File: config.mk
export PLATFORM = sky130hd
export DESIGN_NAME = drive_command_line_parser_core_flat
export DESIGN_NICKNAME = d
export VERILOG_FILES = /design/src/hdl/dcl_pkg.sv /design/src/hdl/dcl_rx_if.sv /design/src/hdl/dcl_cmd_if.sv /design/src/hdl/dcl_cfg_if.sv /design/src/hdl/dcl_match.sv /design/src/hdl/drive_command_line_parser_core.sv /design/src/flat_wrapper.sv
export SDC_FILE = /design/constraint.sdc
export NUM_CORES = 1
export LEC_CHECK = 0
export BUFFER_PORTS_ARGS = -buffer_cell sky130_fd_sc_hd__buf_2
export CAP_MARGIN = 10
export CORE_ASPECT_RATIO = 1.5
export CORE_MARGIN = 5
export CORE_UTILIZATION = 38
export CTS_CLUSTER_DIAMETER = 50
export DETAILED_ROUTE_END_ITERATION = 12
export PLACE_DENSITY = 0.55
export RECOVER_POWER = 50
export SLEW_MARGIN = 15
export SYNTH_ARGS = -nofsm -noshare
export SYNTH_HDL_FRONTEND = slang
export SYNTH_SLANG_ARGS = --single-unit
File: constraint.sdc
create_clock -name clk -period 12.9 [get_ports clk]
set_input_delay 2.58 -clock clk [delete_from_list [all_inputs] [get_ports clk]]
set_output_delay 2.58 -clock clk [all_outputs]
set_load 0.01 [all_outputs]
File: src/hdl/dcl_pkg.sv
// shared types, phase codes, command codes and pattern characters
// for the drive command line parser; no dependencies
package dcl_pkg;

  localparam logic [4:0] PH_LIT0  = 5'd0;
  localparam logic [4:0] PH_LIT5  = 5'd5;
  localparam logic [4:0] PH_XPRE  = 5'd6;
  localparam logic [4:0] PH_XBODY = 5'd7;
  localparam logic [4:0] PH_LIT1  = 5'd8;
  localparam logic [4:0] PH_LIT3  = 5'd10;
  localparam logic [4:0] PH_YPRE  = 5'd11;
  localparam logic [4:0] PH_YBODY = 5'd12;
  localparam logic [4:0] PH_SEMI  = 5'd13;
  localparam logic [4:0] PH_DONE  = 5'd14;

  localparam logic [2:0] CMD_NONE  = 3'd0;
  localparam logic [2:0] CMD_STOP  = 3'd1;
  localparam logic [2:0] CMD_FWD   = 3'd2;
  localparam logic [2:0] CMD_BACK  = 3'd3;
  localparam logic [2:0] CMD_LEFT  = 3'd4;
  localparam logic [2:0] CMD_RIGHT = 3'd5;

  localparam logic [7:0] CH_NUL   = 8'd0;
  localparam logic [7:0] CH_NL    = 8'd10;
  localparam logic [7:0] CH_TAB   = 8'd9;
  localparam logic [7:0] CH_VT    = 8'd11;
  localparam logic [7:0] CH_FF    = 8'd12;
  localparam logic [7:0] CH_CR    = 8'd13;
  localparam logic [7:0] CH_SPACE = 8'd32;
  localparam logic [7:0] CH_PLUS  = 8'h2B;
  localparam logic [7:0] CH_MINUS = 8'h2D;
  localparam logic [7:0] CH_COMMA = 8'h2C;
  localparam logic [7:0] CH_ZERO  = 8'h30;
  localparam logic [7:0] CH_NINE  = 8'h39;

  localparam logic [15:0] MAG_CAP = 16'd32768;
  localparam logic [15:0] POS_MAX = 16'd32767;
  localparam logic [14:0] DEADBAND_RST = 15'd15;

  typedef struct packed {
    logic [4:0]         phase;
    logic [15:0]        acc;
    logic               neg;
    logic               seen;
    logic signed [15:0] px;
    logic signed [15:0] py;
  } line_state_t;

  localparam line_state_t LINE_CLEAR = '{
    phase: PH_LIT0, acc: 16'd0, neg: 1'b0, seen: 1'b0, px: 16'sd0, py: 16'sd0
  };

  function automatic logic [7:0] head_char(input logic [2:0] idx);
    logic [7:0] ch;
    case (idx)
      3'd0:    ch = 8'h24;
      3'd1:    ch = 8'h52;
      3'd2:    ch = 8'h50;
      3'd3:    ch = CH_COMMA;
      3'd4:    ch = 8'h58;
      default: ch = CH_COMMA;
    endcase
    return ch;
  endfunction

  function automatic logic [7:0] mid_char(input logic [1:0] idx);
    logic [7:0] ch;
    case (idx)
      2'd1:    ch = 8'h59;
      default: ch = CH_COMMA;
    endcase
    return ch;
  endfunction

endpackage

File: src/hdl/dcl_rx_if.sv
// received byte channel: valid, ready and one character per beat
// no dependencies
interface dcl_rx_if;
  logic       valid;
  logic       ready;
  logic [7:0] rx_byte;

  modport source (output valid, output rx_byte, input ready);
  modport sink (input valid, input rx_byte, output ready);
endinterface

File: src/hdl/dcl_cmd_if.sv
// drive decision channel: valid, ready and one decision per beat
// no dependencies
interface dcl_cmd_if;
  logic               valid;
  logic               ready;
  logic [2:0]         drive_command;
  logic [15:0]        speed_hundredths;
  logic signed [15:0] x_value;
  logic signed [15:0] y_value;

  modport source (output valid, output drive_command, output speed_hundredths,
                  output x_value, output y_value, input ready);
  modport sink (input valid, input drive_command, input speed_hundredths,
                input x_value, input y_value, output ready);
endinterface

File: src/hdl/dcl_cfg_if.sv
// deadband write channel: valid, ready and the register value
// no dependencies
interface dcl_cfg_if;
  logic        valid;
  logic        ready;
  logic [14:0] deadband;

  modport source (output valid, output deadband, input ready);
  modport sink (input valid, input deadband, output ready);
endinterface

File: src/hdl/dcl_match.sv
// per-byte pattern matcher: next line state from current state and one byte
// depends on dcl_pkg
module dcl_match (
  input  dcl_pkg::line_state_t cur,
  input  logic [7:0]           rx_byte,
  output dcl_pkg::line_state_t nxt
);
  import dcl_pkg::*;

  logic        is_digit;
  logic        is_blank;
  logic        is_sign;
  logic [3:0]  dval;
  logic [19:0] acc_ext;
  logic [15:0] acc_step;
  logic signed [15:0] num_val;

  assign is_digit = (rx_byte >= CH_ZERO) && (rx_byte <= CH_NINE);
  assign is_blank = (rx_byte == CH_SPACE) || (rx_byte == CH_TAB) || (rx_byte == CH_VT) ||
                    (rx_byte == CH_FF) || (rx_byte == CH_CR);
  assign is_sign  = (rx_byte == CH_PLUS) || (rx_byte == CH_MINUS);
  assign dval     = 4'(rx_byte - CH_ZERO);

  assign acc_ext  = {1'b0, cur.acc, 3'b000} + {3'b000, cur.acc, 1'b0} + {16'd0, dval};
  assign acc_step = (acc_ext > {4'd0, MAG_CAP}) ? MAG_CAP : acc_ext[15:0];

  always_comb begin
    if (cur.neg) begin
      num_val = 16'(-$signed({1'b0, cur.acc}));
    end else begin
      num_val = (cur.acc > POS_MAX) ? POS_MAX : cur.acc;
    end
  end

  always_comb begin
    nxt = cur;
    if ((rx_byte == CH_NUL) || (rx_byte == CH_NL)) begin
      if (cur.seen && (cur.phase == PH_XBODY)) nxt.px = num_val;
      if (cur.seen && (cur.phase == PH_YBODY)) nxt.py = num_val;
      nxt.phase = PH_DONE;
    end else begin
      unique case (cur.phase) inside
        [PH_LIT0:PH_LIT5]: begin
          nxt.phase = (rx_byte == head_char(cur.phase[2:0])) ? cur.phase + 5'd1 : PH_DONE;
        end
        PH_XPRE, PH_YPRE: begin
          if (!is_blank) begin
            nxt.acc   = 16'd0;
            nxt.neg   = 1'b0;
            nxt.seen  = 1'b0;
            nxt.phase = cur.phase + 5'd1;
            if (is_sign) begin
              nxt.neg = (rx_byte == CH_MINUS);
            end else if (is_digit) begin
              nxt.acc  = {12'd0, dval};
              nxt.seen = 1'b1;
            end else begin
              nxt.phase = PH_DONE;
            end
          end
        end
        PH_XBODY, PH_YBODY: begin
          if (is_digit) begin
            nxt.acc  = acc_step;
            nxt.seen = 1'b1;
          end else if (!cur.seen) begin
            nxt.phase = PH_DONE;
          end else if (cur.phase == PH_XBODY) begin
            nxt.px    = num_val;
            nxt.phase = (rx_byte == CH_COMMA) ? PH_LIT1 + 5'd1 : PH_DONE;
          end else begin
            nxt.py    = num_val;
            nxt.phase = PH_DONE;
          end
        end
        [PH_LIT1:PH_LIT3]: begin
          nxt.phase = (rx_byte == mid_char(2'(cur.phase - PH_LIT1))) ?
                      cur.phase + 5'd1 : PH_DONE;
        end
        default: begin
          nxt.phase = PH_DONE;
        end
      endcase
    end
  end

endmodule

File: src/hdl/drive_command_line_parser_core.sv
// Drive command line parser. Takes one received byte per clock and matches
// each line against "$RP,X,<int>,Y,<int>"; what follows the y value is not
// checked. Every newline yields one drive decision with the parsed x and y
// values and a speed in hundredths. A byte is accepted every cycle while
// results are taken; a newline's byte is first loaded into the byte register,
// and its decision into the result register when the newline moves on. A
// waiting result holds a following newline in the byte register, and the bytes
// behind it wait too; bytes ahead of that newline keep flowing. The deadband
// register takes a write in any cycle, resets to 15 and must be changed only
// while idle.
// depends on dcl_pkg, dcl_match, dcl_rx_if, dcl_cmd_if, dcl_cfg_if
module drive_command_line_parser_core (
  input  logic    clk,
  input  logic    rst_n,
  dcl_rx_if.sink  in_bus,
  dcl_cmd_if.source out_bus,
  dcl_cfg_if.sink cfg_bus
);
  import dcl_pkg::*;

  logic        s1_valid_r;
  logic [7:0]  s1_byte_r;
  logic [14:0] deadband_r;
  line_state_t st_r;
  line_state_t st_nxt;

  logic               out_valid_r;
  logic [2:0]         out_cmd_r;
  logic [15:0]        out_speed_r;
  logic signed [15:0] out_x_r;
  logic signed [15:0] out_y_r;

  logic               s1_is_nl;
  logic               out_free;
  logic               s1_go;
  logic [2:0]         cmd_nxt;
  logic [15:0]        speed_nxt;
  logic signed [16:0] x_w;
  logic signed [16:0] y_w;
  logic signed [16:0] db_w;
  logic               x_centred;
  logic               y_centred;

  dcl_match u_match (
    .cur     (st_r),
    .rx_byte (s1_byte_r),
    .nxt     (st_nxt)
  );

  assign s1_is_nl      = (s1_byte_r == CH_NL);
  assign out_free      = !out_valid_r || out_bus.ready;
  assign s1_go         = s1_valid_r && (!s1_is_nl || out_free);
  assign in_bus.ready  = !s1_valid_r || s1_go;
  assign cfg_bus.ready = 1'b1;

  assign out_bus.valid            = out_valid_r;
  assign out_bus.drive_command    = out_cmd_r;
  assign out_bus.speed_hundredths = out_speed_r;
  assign out_bus.x_value          = out_x_r;
  assign out_bus.y_value          = out_y_r;

  // decision on the values finished by the newline
  assign x_w       = 17'(st_nxt.px);
  assign y_w       = 17'(st_nxt.py);
  assign db_w      = $signed({2'b00, deadband_r});
  assign x_centred = (x_w > -db_w) && (x_w < db_w);
  assign y_centred = (y_w > -db_w) && (y_w < db_w);

  always_comb begin
    cmd_nxt   = CMD_NONE;
    speed_nxt = 16'd0;
    if ((x_w == 17'sd0) && (y_w == 17'sd0)) begin
      cmd_nxt = CMD_STOP;
    end else if (x_centred) begin
      if (y_w > 17'sd0) begin
        cmd_nxt   = CMD_FWD;
        speed_nxt = y_w[15:0];
      end else if (y_w < 17'sd0) begin
        cmd_nxt   = CMD_BACK;
        speed_nxt = 16'(-y_w);
      end
    end else if (y_centred) begin
      if (x_w < 17'sd0) begin
        cmd_nxt   = CMD_LEFT;
        speed_nxt = 16'(-x_w);
      end else if (x_w > 17'sd0) begin
        cmd_nxt   = CMD_RIGHT;
        speed_nxt = x_w[15:0];
      end
    end else begin
      cmd_nxt = CMD_STOP;
    end
  end

  always_ff @(posedge clk) begin
    if (!rst_n) begin
      s1_valid_r  <= 1'b0;
      out_valid_r <= 1'b0;
      deadband_r  <= DEADBAND_RST;
      st_r        <= LINE_CLEAR;
    end else begin
      if (cfg_bus.valid) deadband_r <= cfg_bus.deadband;
      if (in_bus.ready) s1_valid_r <= in_bus.valid;
      if (s1_go) st_r <= s1_is_nl ? LINE_CLEAR : st_nxt;
      if (s1_go && s1_is_nl) begin
        out_valid_r <= 1'b1;
      end else if (out_bus.ready) begin
        out_valid_r <= 1'b0;
      end
    end
  end

  always_ff @(posedge clk) begin
    if (in_bus.ready && in_bus.valid) s1_byte_r <= in_bus.rx_byte;
    if (s1_go && s1_is_nl) begin
      out_cmd_r   <= cmd_nxt;
      out_speed_r <= speed_nxt;
      out_x_r     <= st_nxt.px;
      out_y_r     <= st_nxt.py;
    end
  end

  a_result_from_newline: assert property (@(posedge clk) disable iff (!rst_n)
    $rose(out_valid_r) |-> $past(s1_valid_r && s1_is_nl))
    else $error("result raised without a newline beat");

  a_line_cleared: assert property (@(posedge clk) disable iff (!rst_n)
    (s1_go && s1_is_nl) |=> (st_r.phase == PH_LIT0) && (st_r.px == 16'sd0) &&
                            (st_r.py == 16'sd0) && !st_r.seen)
    else $error("line state not cleared after newline");

  a_speed_idle_zero: assert property (@(posedge clk) disable iff (!rst_n)
    (out_valid_r && ((out_cmd_r == CMD_NONE) || (out_cmd_r == CMD_STOP))) |->
    (out_speed_r == 16'd0))
    else $error("speed non-zero for stop or no change");

  a_newline_not_lost: assert property (@(posedge clk) disable iff (!rst_n)
    (s1_valid_r && s1_is_nl && !out_free) |=> (s1_valid_r && s1_is_nl))
    else $error("newline beat dropped while result stalled");

endmodule

File: src/flat_wrapper.sv
// flat-port wrapper written by rule: the top's interface ports become plain ports
module drive_command_line_parser_core_flat import dcl_pkg::*;
  (clk, rst_n, in_bus_valid, in_bus_rx_byte, in_bus_ready, out_bus_valid, out_bus_drive_command, out_bus_speed_hundredths, out_bus_x_value, out_bus_y_value, out_bus_ready, cfg_bus_valid, cfg_bus_deadband, cfg_bus_ready);
  dcl_rx_if in_bus_i ();
  dcl_cmd_if out_bus_i ();
  dcl_cfg_if cfg_bus_i ();
  input  logic clk;
  input  logic rst_n;
  input wire logic [$bits(in_bus_i.valid)-1:0] in_bus_valid;
  input wire logic [$bits(in_bus_i.rx_byte)-1:0] in_bus_rx_byte;
  output wire logic [$bits(in_bus_i.ready)-1:0] in_bus_ready;
  output wire logic [$bits(out_bus_i.valid)-1:0] out_bus_valid;
  output wire logic [$bits(out_bus_i.drive_command)-1:0] out_bus_drive_command;
  output wire logic [$bits(out_bus_i.speed_hundredths)-1:0] out_bus_speed_hundredths;
  output wire logic [$bits(out_bus_i.x_value)-1:0] out_bus_x_value;
  output wire logic [$bits(out_bus_i.y_value)-1:0] out_bus_y_value;
  input wire logic [$bits(out_bus_i.ready)-1:0] out_bus_ready;
  input wire logic [$bits(cfg_bus_i.valid)-1:0] cfg_bus_valid;
  input wire logic [$bits(cfg_bus_i.deadband)-1:0] cfg_bus_deadband;
  output wire logic [$bits(cfg_bus_i.ready)-1:0] cfg_bus_ready;
  assign in_bus_i.valid = in_bus_valid;
  assign in_bus_i.rx_byte = in_bus_rx_byte;
  assign in_bus_ready = in_bus_i.ready;
  assign out_bus_valid = out_bus_i.valid;
  assign out_bus_drive_command = out_bus_i.drive_command;
  assign out_bus_speed_hundredths = out_bus_i.speed_hundredths;
  assign out_bus_x_value = out_bus_i.x_value;
  assign out_bus_y_value = out_bus_i.y_value;
  assign out_bus_i.ready = out_bus_ready;
  assign cfg_bus_i.valid = cfg_bus_valid;
  assign cfg_bus_i.deadband = cfg_bus_deadband;
  assign cfg_bus_ready = cfg_bus_i.ready;
  drive_command_line_parser_core u_core (.clk(clk), .rst_n(rst_n), .in_bus(in_bus_i), .out_bus(out_bus_i), .cfg_bus(cfg_bus_i));
endmodule
* Word-level counts from Yosys, hierarchy flattened *
Index checks and enable logic that the tools add are counted.

cells by class
  add/sub/neg operators = 9
  $lt $le $gt $ge = 16
  equal/unequal tests = 25
  muxes and demuxes = 53
  reduce and logical (&&, ||, !) cells = 35

operators by type and width
  kind                                                             number
  2-to-1 mux 16 bit                                                14
  2-to-1 mux 32 bit                                                4
  2-to-1 mux 55 bit                                                1
  negation 16 bit                                                  3
  == test 8 x 4 -> 1 bit, second input constant                    5
  greater-than comparator 16 x 17 -> 1 bit                         2
  logical NOT 17 bit                                               2
  == test 8 x 6 -> 1 bit, second input constant                    4
  greater-than comparator 16 x 1 -> 1 bit, second input constant   2
  less-than comparator 16 x 1 -> 1 bit, second input constant      2
  less-than comparator 16 bit                                      2
  2-to-1 mux 8 bit                                                 4
  one-hot mux 16 bit (2 select lines)                              1
  2-to-1 mux 5 bit                                                 6
  one-hot mux 7 bit (4 select lines)                               1
  2-to-1 mux 23 bit                                                1
  2-to-1 mux 21 bit                                                1
  2-to-1 mux 3 bit                                                 7
  adder 19 x 17 -> 20 bit                                          1
  adder 20 x 4 -> 20 bit                                           1
  greater-than comparator 20 x 16 -> 1 bit, second input constant  1
  one-hot mux 5 bit (4 select lines)                               1
  2-to-1 mux 18 bit                                                1
  negation 15 -> 17 bit                                            1
  36 further kinds                                                 70

storage, ports and cells
  register bits = 131
  input bits = 28
  output and inout port bits = 54
  word-level logic and storage cells = 152

* Logic depth before layout (Yosys ltp) *
Gate-level depths: netlist of the first run.

  depth after elaboration = 13
  depth in mapped cells = 21
  mapped depth without buffers = 19

* By module *
A second synthesis of the first run with hierarchy kept.

unflattened totals
  cell total of the unflattened synthesis = 1129
  area, all modules = 10060.9 um^2

by module, submodules not included
  module                          times used  cells each  area each (um^2)  sequential area each (um^2)
  drive_command_line_parser_core  1           669         7095.6            3213.1
  dcl_match                       1           460         2965.3            0.0

* Worst setup path before layout of the first run *
No wires, ideal clock.

  path type = input-to-reg
  start = input out_bus_ready
  end = register u_core.out_cmd_r[0], in the netlist u_core.out_bus.drive_command[0] (enable)
  setup time = 460 ps
  arrival = 5186 ps
  required time = 12440 ps
  setup slack = 7254 ps
  stages on the path = 4
  path buffers = 1
  path through = nand2b_1 -> o31ai_2 -> clkbuf_1 -> nor2_1

between the ends
  cells in the longest elaborated chain, start to end = 4

RTL lines
  item                  line                                   text
  from (decl)           flat_wrapper.sv:17                     input wire logic [$bits(out_bus_i.ready)-1:0] out_bus_ready;
  logical OR 1 bit      drive_command_line_parser_core.sv:51   assign out_free = !out_valid_r || out_bus.ready;
  logical OR 1 bit      drive_command_line_parser_core.sv:52   assign s1_go = s1_valid_r && (!s1_is_nl || out_free);
  logical AND 1 bit     drive_command_line_parser_core.sv:52
  logical AND 1 bit     drive_command_line_parser_core.sv:115  if (s1_go && s1_is_nl) begin
  to (signal assigned)  drive_command_line_parser_core.sv:116  out_cmd_r <= cmd_nxt;
  to (decl)             drive_command_line_parser_core.sv:28   logic [2:0] out_cmd_r;

Every way passes these cells.
A chain may end at the register's enable or synchronous reset.

==> run summary, run 1 <==
Reg2Reg Launch Point -> u_core.s1_byte_r[4]
clock latency on the worst-skew pair -> 430 ps
CTS H-Tree Depth -> 4
hold path endpoint -> u_core.st_r[32]
Synth Area in XOR/XNOR -> 4.25%
register area share after synthesis -> 31.8%
Post-route DRC -> 0
CTS Root Cell -> clkbuf_16
yosys warns -> 0
Core Footprint -> 26400 um^2
PnR Total Power -> 1040 uW
Post-Synth Adder-Cell Area -> 12.9%
post-synthesis compound-gate area fraction -> 22.9%
HP Class -> register to register
Final period util -> 61.6%
Post-synth ARST share -> 0%
Slew @ Worst Pin -> 2580 ps
post-CTS setup buffers -> 0
post-DR wirelength/cell -> 19.4 um
Initial Util -> 38.3%
hpwl dp -> 23.1 mm
total grt overflow -> 0
Final Slew Violations -> 65
Final Hold Fails -> 0
Die W -> 143 um
Post-CTS Hold Buffers -> 0
setup TNS -> 0 ps
Via Count -> 8835
io pins -> 82
post-cts sizing count -> 0
Max-slew headroom -> -72.2%
Max VDD drop -> 88.8 uV
syn nets -> 1261
CP Capture Type -> register
CP Max Fanout -> 17
simple-gate share of the synthesized area -> 20.1%
max-cap violation count -> 1
Reg2Reg Depth -> 16
WP data required -> 13180 ps
gp weighted congestion -> 0.918
fin cells -> 1541
Final setup viols -> 0
pin count of the biggest net entering global routing -> 65
Final Skew -> 12.5 ps
reg-to-reg slack, setup -> 4960 ps
Synth Register Bits -> 131
placed cell count -> 1509
drt first-iter violations -> 519
CTS tree -> yes
Post-synth top flop -> dfxtp_1
Worst Setup Start Kind -> register
Std-Cell Rows -> 73
largest family of logic cells by synthesized area -> compound AO/OA/AOI/OAI gates
cell depth of the worst hold path -> 2
failing checks -> capacitance limit, slew limit
initial antenna violation count -> 0
EDFF count, synth -> 59
Crit. Startpoint -> u_core.s1_byte_r[4]
all-layer global routing usage -> 19.8%
status -> complete, but fails checks
Die Area -> 30000 um^2
Sink Count -> 131
diode count -> 0
Clk pin slew, worst setup/hold paths -> 60 ps
crit path DAT -> 8220 ps
clk buf depth -> 2
Area growth syn-to-layout -> 12.2%
share of cells above drive strength 1 -> 10.7%
DRT Pass-1 Iters -> 5
RR Endpoint -> u_core.out_bus.speed_hundredths[15]
multiplexer area fraction after synthesis -> 3.33%
Leak Pwr -> 0.00469 uW
RSZ-0062 raised after global routing -> false
# port buffers -> 80
unique cell type count in the Yosys netlist -> 95
Post-Syn Area -> 10100 um^2
Via density -> 5.73
Hold Startpoint -> u_core.st_r[32]
nets -> 1322
Final ANT Viol Nets -> 0
vias in the first global route -> 8484
minimum clock period -> 7940 ps
Mapped Avg Cell Area -> 8.95 um^2
number of fill cells -> 2688
cell count after synthesis -> 1130
critical path type -> register to register
final WL -> 29.9 mm
fmax -> 126 MHz
Power Density -> 91.7 nW/um^2
TritonCTS buffer count -> 17
Die Y -> 210 um
global-route wire length before repair -> 46.7 mm
[kinds of logic after synthesis]
logic type	count (synthesis)
AOI/OAI and AO/OA	333
muxes	32
and+or+nand+nor	366
buffers and inverters	115
adders and majority gates	103
other	1
xor gates and xnor gates	49
DFF	131
[how the worst max path moves through the flow]
stage / endpoint / slack [ps] / cells past startpoint
finish: u_core.out_bus.speed_hundredths[15] / 4960 / 16
global route: u_core.out_bus.speed_hundredths[15] / 4460 / 16
CTS: in_bus_ready / 6980 / 4
detailed placement: in_bus_ready / 6980 / 4
global placement: in_bus_ready / 6990 / 4
floorplan: u_core.out_bus.drive_command[0] / 7250 / 4
[state kept, by name, summed over array words and instances (netlist names)]
signal                           cells
u_core.out_bus.speed_hundredths     16
u_core.s1_valid_r                    1
u_core.out_bus.x_value              16
u_core.st_r                         55
u_core.out_bus.y_value              16
u_core.s1_byte_r                     8
u_core.out_bus.drive_command         3
u_core.out_bus.valid                 1
u_core.deadband_r                   15
[report_power, final]
group          switching [uW]  internal, uW
sequential               9.89           437
clock                     203           325
combinational            38.8          26.0
[final cells by class]
class,instances,area (um^2),share of cell area [%]
multi-input combinational,884,6380,56.2
sequential,131,3210,28.3
timing repair buffer,96,467,4.11
clock buffer,17,425,3.75
tap,337,422,3.72
inverter,61,230,2.03
clock inverter,15,205,1.81
[cells in the mapped netlist, types with 4 or more instances]
cell       number  area (um^2)
dfxtp_1        72         1440
inv_1          58          218
a2111oi_0       6         52.6
nor3b_1         5         37.5
nor2b_1        42          263
mux2i_1        28          280
a22oi_1        24          180
o21a_1         12         90.1
clkbuf_1       33          124
nand3_1        16         80.1
nor3_1         20          100
and4_1          4         35.0
o21ai_0        67          335
o31a_1          4         35.0
or4_1           5         37.5
a31oi_1         9         56.3
nor4_1          9         56.3
o31ai_1         5         37.5
o22ai_1        20          125
and2_1         21          131
nand2b_1        8         50.1
a211oi_1       13         97.6
nand4_1        18          113
buf_4           5         37.5
nand2_1        87          327
a22o_1          9         78.8
xnor2_1        39          342
a211o_1         5         43.8
nand3b_1        9         67.6
o211ai_1       11         82.6
a21oi_1        50          250
a41oi_1         4         35.0
edfxtp_1       59         1770
nor2_1         70          263
o2111ai_1       5         43.8
or3_1           9         56.3
xor2_1         10         87.6
ha_1          101         1260
a21o_1         29          218
buf_2          16         80.1
and3_1         10         62.6
o21ai_1         9         45.0
a21boi_0       10         75.1
or2_2           5         31.3
a221o_1         6         60.1
[critical path: stages (launching register included)]
cell and delay [ps]:
edfxtp_1 510, or4_1 570, nor4_1 800, a21oi_4 90, nor2_1 940, mux2i_1 1040
clkinvlp_2 910, ha_1 560, nand3_1 90, or2_2 330, o41ai_1 350, o21ai_0 130
o21a_1 150, o21ai_4 170, o211ai_2 430, or4_1 590, o21ai_1 100
[placed cells by master (no fill, tap or decap), drive strengths merged, types with 23 or more instances in the layout]
master / netlist / routed
a21o: 29 / 29
a21oi: 51 / 51
a22oi: 24 / 24
and2: 23 / 23
buf: 21 / 65
clkbuf: 33 / 48
dfxtp: 72 / 72
edfxtp: 59 / 59
ha: 101 / 101
inv: 60 / 62
mux2i: 29 / 29
nand2: 88 / 88
nor2: 71 / 71
nor2b: 42 / 42
o21ai: 80 / 80
xnor2: 39 / 39
[through the flow]
step / hold WS (ps) / util (%) / cell area (um^2) / worst slack, ps
floorplan: 441 / - / 10100 / 7250
finish: 485 / 43.0 / 11300 / 4960
global route: 513 / 43.0 / 11300 / 4460
CTS: 478 / 43.4 / 11500 / 6980
global placement: 458 / 41.0 / 10800 / 6990
detailed placement: 470 / 41.0 / 10800 / 6980
[per-layer routing]
layer	global-route usage (%)	wire, um	part of all wire (%)
met1	22.3	11700	39
met2	36.7	15900	53
met3	2.46	1120	3.7
met4	9.05	1210	4.0
met5	0	0	0
No activity file was read; power rests on OpenSTA's default activity.
==> inputs of run 2 (changes only) <==
Clock period 12.9 ns to 7.9 ns, I/O delays scaled along.
==> run 2 against run 1 <==
  * The run still ends with capacitance limit, slew limit left
  * Clock power up 50%
  * Via count down 0.77%
  * Wire length up 2.8%
  * Flip-flop and latch count unchanged
  * Clock skew down 0.75 ps
  * Sequential power up 63%
==> run summary, run 2 (same netlist as run 1, synthesis figures left out) <==
Via density -> 5.68 (-0.90%)
commonest non-fill, non-tap cells in the layout -> ha_1, nand2_1, dfxtp_1
Critical Path End -> u_core.out_bus.speed_hundredths[15]
Post-route DRC -> 0 (unchanged)
Leak Pwr -> 0.00460 uW (-1.8%)
Switching Fraction -> 25.1% (+0.89 points)
Die W -> 143 um (unchanged)
max-cap violation count -> 4 (+3)
drt first-iter violations -> 534 (+2.9%)
Final ANT Viol Nets -> 0 (unchanged)
Area growth syn-to-layout -> 11.7%
Via Count -> 8767 (-0.77%)
global-route wire length before repair -> 48.3 mm (+3.5%)
minimum clock period -> 6290 ps (-1650 ps)
Int Pwr -> 1220 uW (+55%)
status -> complete, but fails checks
clk buf depth -> 2 (unchanged)
nets -> 1324 (+0.15%)
Sink Count -> 131 (unchanged)
vias in the first global route -> 8778 (+3.5%)
Top reg by flops -> u_core.st_r
crit path DAT -> 6570 ps (-1650 ps)
Max VDD drop -> 142 uV (+60%)
number of fill cells -> 2705 (+0.63%)
setup TNS -> 0 ps (unchanged)
# port buffers -> 80 (unchanged)
Worst path max stage delay -> 950 ps (-90 ps)
Worst Setup Start Kind -> register
CP Capture Type -> register
post-cts sizing count -> 0 (unchanged)
reg-to-reg slack, setup -> 1610 ps (-3350 ps)
initial antenna violation count -> 0 (unchanged)
CTS Root Cell -> clkbuf_16
Final setup viols -> 0 (unchanged)
post-route cell area -> 11300 um^2 (-0.44%)
CP max stage cell -> nor2_1
met1 GRT Util -> 22.9% (+0.61 points)
Max-slew headroom -> -89.6% (-17 points)
Reg2Reg Depth -> 16 (unchanged)
io pins -> 82 (unchanged)
Initial Util -> 38.3% (unchanged)
all-layer global routing usage -> 20.6% (+0.73 points)
RSZ-0062 raised after global routing -> false
crit path buf inv count -> 1 (unchanged)
diode count -> 0 (unchanged)
hpwl dp -> 23.8 mm (+2.8%)
GRT Max-Usage Layer -> met2
CTS H-Tree Depth -> 4 (unchanged)
Final Hold Fails -> 0 (unchanged)
routing usage on met3 -> 3.01% (+0.55 points)
max FFs per register -> 55 (unchanged)
share of cells above drive strength 1 -> 8.62% (-2.1 points)
DRT Pass-1 Iters -> 5 (unchanged)
fmax -> 159 MHz (+26%)
crit-path cells -> or4_1, nor4_4, a21oi_1, nor2_1, mux2i_1, inv_1, ha_1, nand4_1, or2_2, o41ai_1, o21ai_0, o21a_1, o21ai_4, o211ai_2, or4_1, o21ai_1
Power Density -> 144 nW/um^2 (+58%)
Min Hold Slack -> 474 ps (-10.7 ps)
Sw Pwr -> 409 uW (+63%)
sequential power share -> 44.8% (+1.8 points)
Final Slew Violations -> 153 (+140%)
cell family with most CP delay -> simple AND/OR/NAND/NOR gates
WP data required -> 8180 ps (-5000 ps)
area of the multi-input gates -> 6400 um^2 (+0.27%)
Crit. Startpoint -> u_core.s1_byte_r[4]
Die Y -> 210 um (unchanged)
register area -> 3210 um^2 (unchanged)
HP Class -> register to register
Slew @ Worst Pin -> 2840 ps (+262 ps)
Final period util -> 79.7% (+18 points)
post-CTS setup buffers -> 0 (unchanged)
cell mode on critical path -> or4_1
Clk pin slew, worst setup/hold paths -> 60 ps (about the same)
Final Skew -> 11.7 ps (-0.755 ps)
failing checks -> capacitance limit, slew limit
Core Footprint -> 26400 um^2 (unchanged)
pin count of the biggest net entering global routing -> 65 (unchanged)
post-DR wirelength/cell -> 19.9 um (+2.6%)
stages on the worst setup path -> 16 (unchanged)
Post-CTS Hold Buffers -> 0 (unchanged)
CTS tree -> yes
commonest non-fill, non-tap cell in the layout -> ha_1
final WL -> 30.8 mm (+2.8%)
RR Endpoint -> u_core.out_bus.speed_hundredths[15]
Std-Cell Rows -> 73 (unchanged)
critical path type -> register to register
gp weighted congestion -> 0.922 (+0.41%)
Reg2Reg Launch Point -> u_core.s1_byte_r[4]
clock network power share -> 48.6% (-2.2 points)
grt met2 use -> 38.2% (+1.6 points)
CP Max Fanout -> 17 (unchanged)
clock latency on the worst-skew pair -> 440 ps (about the same)
total grt overflow -> 0 (unchanged)
Gate power share -> 6.6% (+0.4 points)
Die Area -> 30000 um^2 (unchanged)
DP Area -> 10800 um^2 (+0.14%)
TritonCTS buffer count -> 17 (unchanged)
[run 2: worst min path at each step]
stage	slack, ps	depth (start not counted)	to	from
2_1_floorplan	440	2	u_core.st_r[32]	u_core.st_r[32]
3_3_place_gp	450	2	u_core.st_r[32]	u_core.st_r[32]
3_5_place_dp	460	2	u_core.st_r[32]	u_core.st_r[32]
4_1_cts	470	2	u_core.st_r[32]	u_core.st_r[32]
5_1_grt	540	2	u_core.st_r[32]	u_core.st_r[32]
6_report	470	2	u_core.st_r[32]	u_core.st_r[32]
[run 2: cell type report]
class                   instances  area share [%]
multi-input cells             884            56.7
clock buffers                  17            3.77
well taps                     337            3.73
flip-flops and latches        131            28.5
inverters                      61            2.05
repair buffers                 98            3.97
clock inverters                15            1.37
[run 2: metrics by stage]
step | std cells | setup WS (ps) | utilization (%) | total power (uW)
floorplan | 1130 | 3250 | - | 819
global placement | 1511 | 2450 | 41.1 | 852
detailed placement | 1511 | 2430 | 41.1 | 853
CTS | 1543 | 2390 | 43.3 | 1650
global route | 1543 | 1270 | 42.8 | 1700
finish | 1543 | 1610 | 42.8 | 1630
[run 2: power groups by stage]
stage / clock network, uW / registers [uW] / logic (uW)
after detailed placement: 0 / 745 / 108
final: 793 / 730 / 107
after global placement: 0 / 745 / 107
after CTS: 810 / 730 / 109
after floorplan: 0 / 735 / 83.8
after global routing: 845 / 732 / 121
[run 2: worst register-to-register path, stage by stage, from the launching register on]
cell      delay [ps]
edfxtp_1         520
or4_1            610
nor4_4           340
a21oi_1          190
nor2_1           950
mux2i_1          650
inv_1            230
ha_1             360
nand4_1           80
or2_2            310
o41ai_1          350
o21ai_0          130
o21a_1           160
o21ai_4          170
o211ai_2         410
or4_1            600
o21ai_1           90
[run 2: routing by layer]
metal / share of wire, % / up-vias
met1: 39 / 4148
met2: 53 / 218
met3: 3.2 / 62
met5: 0 / -
met4: 4.3 / 0
li1: - / 4339
==> inputs of run 3 (changes only) <==
Clock period 7.9 ns to 5.79 ns, I/O delays scaled along.
==> run 3 against run 2 <==
  * The flow still finishes with violations (capacitance limit, slew limit)
  * Setup slack got worse by 1200 ps
  * Core utilization increased by 0.71 points
  * Clock skew about the same
  * Hold slack improved by 29 ps
  * Count of clock-buffer cells in the layout increased by 1
  * Power increased by 39%
  * Via count increased by 1.3%
  * Critical path type unchanged
  * Largest power group unchanged
==> run summary, run 3 (same netlist as run 1, synthesis figures left out) <==
post-place setup slack -> 360 ps (-2070 ps)
cell depth of the worst hold path -> 2 (unchanged)
Via Count -> 8879 (+1.3%)
Worst Setup Start Kind -> register
commonest non-fill, non-tap cells in the layout -> ha_1, nand2_1, dfxtp_1
Final period util -> 93.3% (+14 points)
critical path type -> register to register
Area growth syn-to-layout -> 13.6%
Final setup viols -> 0 (unchanged)
register area -> 3210 um^2 (unchanged)
hold path endpoint -> u_core.st_r[32]
CTS tree -> yes
Hold Startpoint -> u_core.st_r[32]
Max VDD drop -> 211 uV (+49%)
share of cells above drive strength 1 -> 10.3% (+1.7 points)
Post-route DRC -> 0 (unchanged)
number of fill cells -> 2669 (-1.3%)
Final Slew Violations -> 117 (-24%)
clk buf depth -> 2 (unchanged)
sequential power share -> 43.5% (-1.3 points)
CP Capture Type -> register
fin worst setup slack -> 386 ps (-1220 ps)
WP data required -> 6090 ps (-2090 ps)
Int Pwr -> 1710 uW (+40%)
# port buffers -> 80 (unchanged)
Post-CTS Hold Buffers -> 0 (unchanged)
Reg2Reg Launch Point -> u_core.s1_byte_r[5]
Die W -> 143 um (unchanged)
TritonCTS buffer count -> 17 (unchanged)
Switching Fraction -> 24.6% (-0.51 points)
Final Hold Fails -> 0 (unchanged)
vias in the first global route -> 8640 (-1.6%)
max-cap violation count -> 2 (-2)
drt first-iter violations -> 548 (+2.6%)
Max-slew headroom -> -95.1% (-5.4 points)
Top reg by flops -> u_core.st_r
Via density -> 5.70 (+0.30%)
Slew @ Worst Pin -> 2930 ps (+81.5 ps)
Leak Pwr -> 0.00474 uW (+3.0%)
Std-Cell Rows -> 73 (unchanged)
DRT Pass-1 Iters -> 5 (unchanged)
post-CTS setup buffers -> 0 (unchanged)
Clk pin slew, worst setup/hold paths -> 60 ps (about the same)
commonest non-fill, non-tap cell in the layout -> ha_1
clock latency on the worst-skew pair -> 450 ps (about the same)
crit path DAT -> 5700 ps (-870 ps)
Core Footprint -> 26400 um^2 (unchanged)
gp weighted congestion -> 0.925 (+0.41%)
Reg2Reg Depth -> 13 (-3)
nets -> 1339 (+1.1%)
setup TNS -> 0 ps (unchanged)
all-layer global routing usage -> 20.9% (+0.27 points)
CP Max Fanout -> 19 (+2)
Power Density -> 198 nW/um^2 (+37%)
Sink Count -> 131 (unchanged)
post-cts sizing count -> 0 (unchanged)
clock network power share -> 49.5% (+0.9 points)
RSZ-0062 raised after global routing -> false
Final ANT Viol Nets -> 0 (unchanged)
io pins -> 82 (unchanged)
Die Area -> 30000 um^2 (unchanged)
area of the multi-input gates -> 6440 um^2 (+0.63%)
utilization after layout -> 43.5% (+0.71 points)
status -> complete, but fails checks
max FFs per register -> 55 (unchanged)
fmax -> 185 MHz (+16%)
RR Endpoint -> u_core.out_bus.speed_hundredths[15]
reg-to-reg slack, setup -> 390 ps (-1220 ps)
total grt overflow -> 0 (unchanged)
diode count -> 0 (unchanged)
Gate power share -> 7.0% (+0.4 points)
HP Class -> register to register
Sw Pwr -> 560 uW (+37%)
Initial Util -> 38.3% (unchanged)
minimum clock period -> 5400 ps (-889 ps)
global-route wire length before repair -> 48.4 mm (+0.26%)
failing checks -> capacitance limit, slew limit
pin count of the biggest net entering global routing -> 65 (unchanged)
CTS H-Tree Depth -> 4 (unchanged)
Final Skew -> 11.7 ps (-0.0670 ps)
post-DR wirelength/cell -> 20.1 um (+1.1%)
hpwl dp -> 24.5 mm (+2.9%)
CTS Root Cell -> clkbuf_16
initial antenna violation count -> 0 (unchanged)
final WL -> 31.4 mm (+2.1%)
Die Y -> 210 um (unchanged)
## run 3: critical path, cell delays in order (launching register included)
cell	delay [ps]
edfxtp_1	500
nor3b_1	540
and3_1	340
or3_1	610
o21ai_0	430
ha_1	300
or3_1	350
a221oi_1	210
o21a_1	190
o22ai_1	90
a2111oi_1	850
o211ai_2	240
or4_1	510
o21ai_1	90
## run 3: power by group through the flow
stage | Clock [uW] | Sequential [uW] | Combinational (uW)
final | 1130 | 989 | 160
after CTS | 1150 | 989 | 160
after detailed placement | 0 | 1010 | 159
after global routing | 1190 | 991 | 178
after global placement | 0 | 1010 | 159
after floorplan | 0 | 1000 | 114
## run 3: final cells by class
type,count,area share [%]
timing repair buffer,113,4.98
sequential,131,28.0
tap,337,3.67
clock buffer,18,3.74
clock inverter,14,1.52
multi-input combinational,884,56.1
inverter,61,2.02
## run 3: per-stage QoR
| step | instance area [um^2] | instances | hold slack (ps) | power, uW |
|---|---|---|---|---|
| after floorplan | 10100 | 1130 | 441 | 1120 |
| after global placement | 11000 | 1526 | 486 | 1170 |
| after detailed placement | 11000 | 1526 | 493 | 1170 |
| after CTS | 11600 | 1558 | 502 | 2300 |
| after global routing | 11500 | 1558 | 552 | 2350 |
| final | 11500 | 1558 | 504 | 2270 |
## run 3: per-layer routing
metal / up-vias / routed length, um / global-route usage, % / part of all wire (%)
li1: 4376 / - / - / -
met1: 4213 / 12200 / 22.7 / 39
met2: 213 / 16600 / 38.2 / 53
met3: 77 / 996 / 2.89 / 3.2
met4: 0 / 1630 / 11.3 / 5.2
met5: - / 0 / 0 / 0
## run 3: worst max-delay path by stage
stage                        startpoint                             endpoint  slack, ps  depth (start not counted)
floorplan           u_core.s1_byte_r[4]   u_core.out_bus.speed_hundredths[7]       1250                         19
global placement        u_core.st_r[51]  u_core.out_bus.speed_hundredths[15]        260                         16
detailed placement  u_core.s1_byte_r[4]   u_core.out_bus.speed_hundredths[7]        360                         15
CTS                 u_core.s1_byte_r[4]   u_core.out_bus.speed_hundredths[7]        330                         15
global route        u_core.s1_byte_r[5]  u_core.out_bus.speed_hundredths[15]        120                         13
finish              u_core.s1_byte_r[5]  u_core.out_bus.speed_hundredths[15]        390                         13
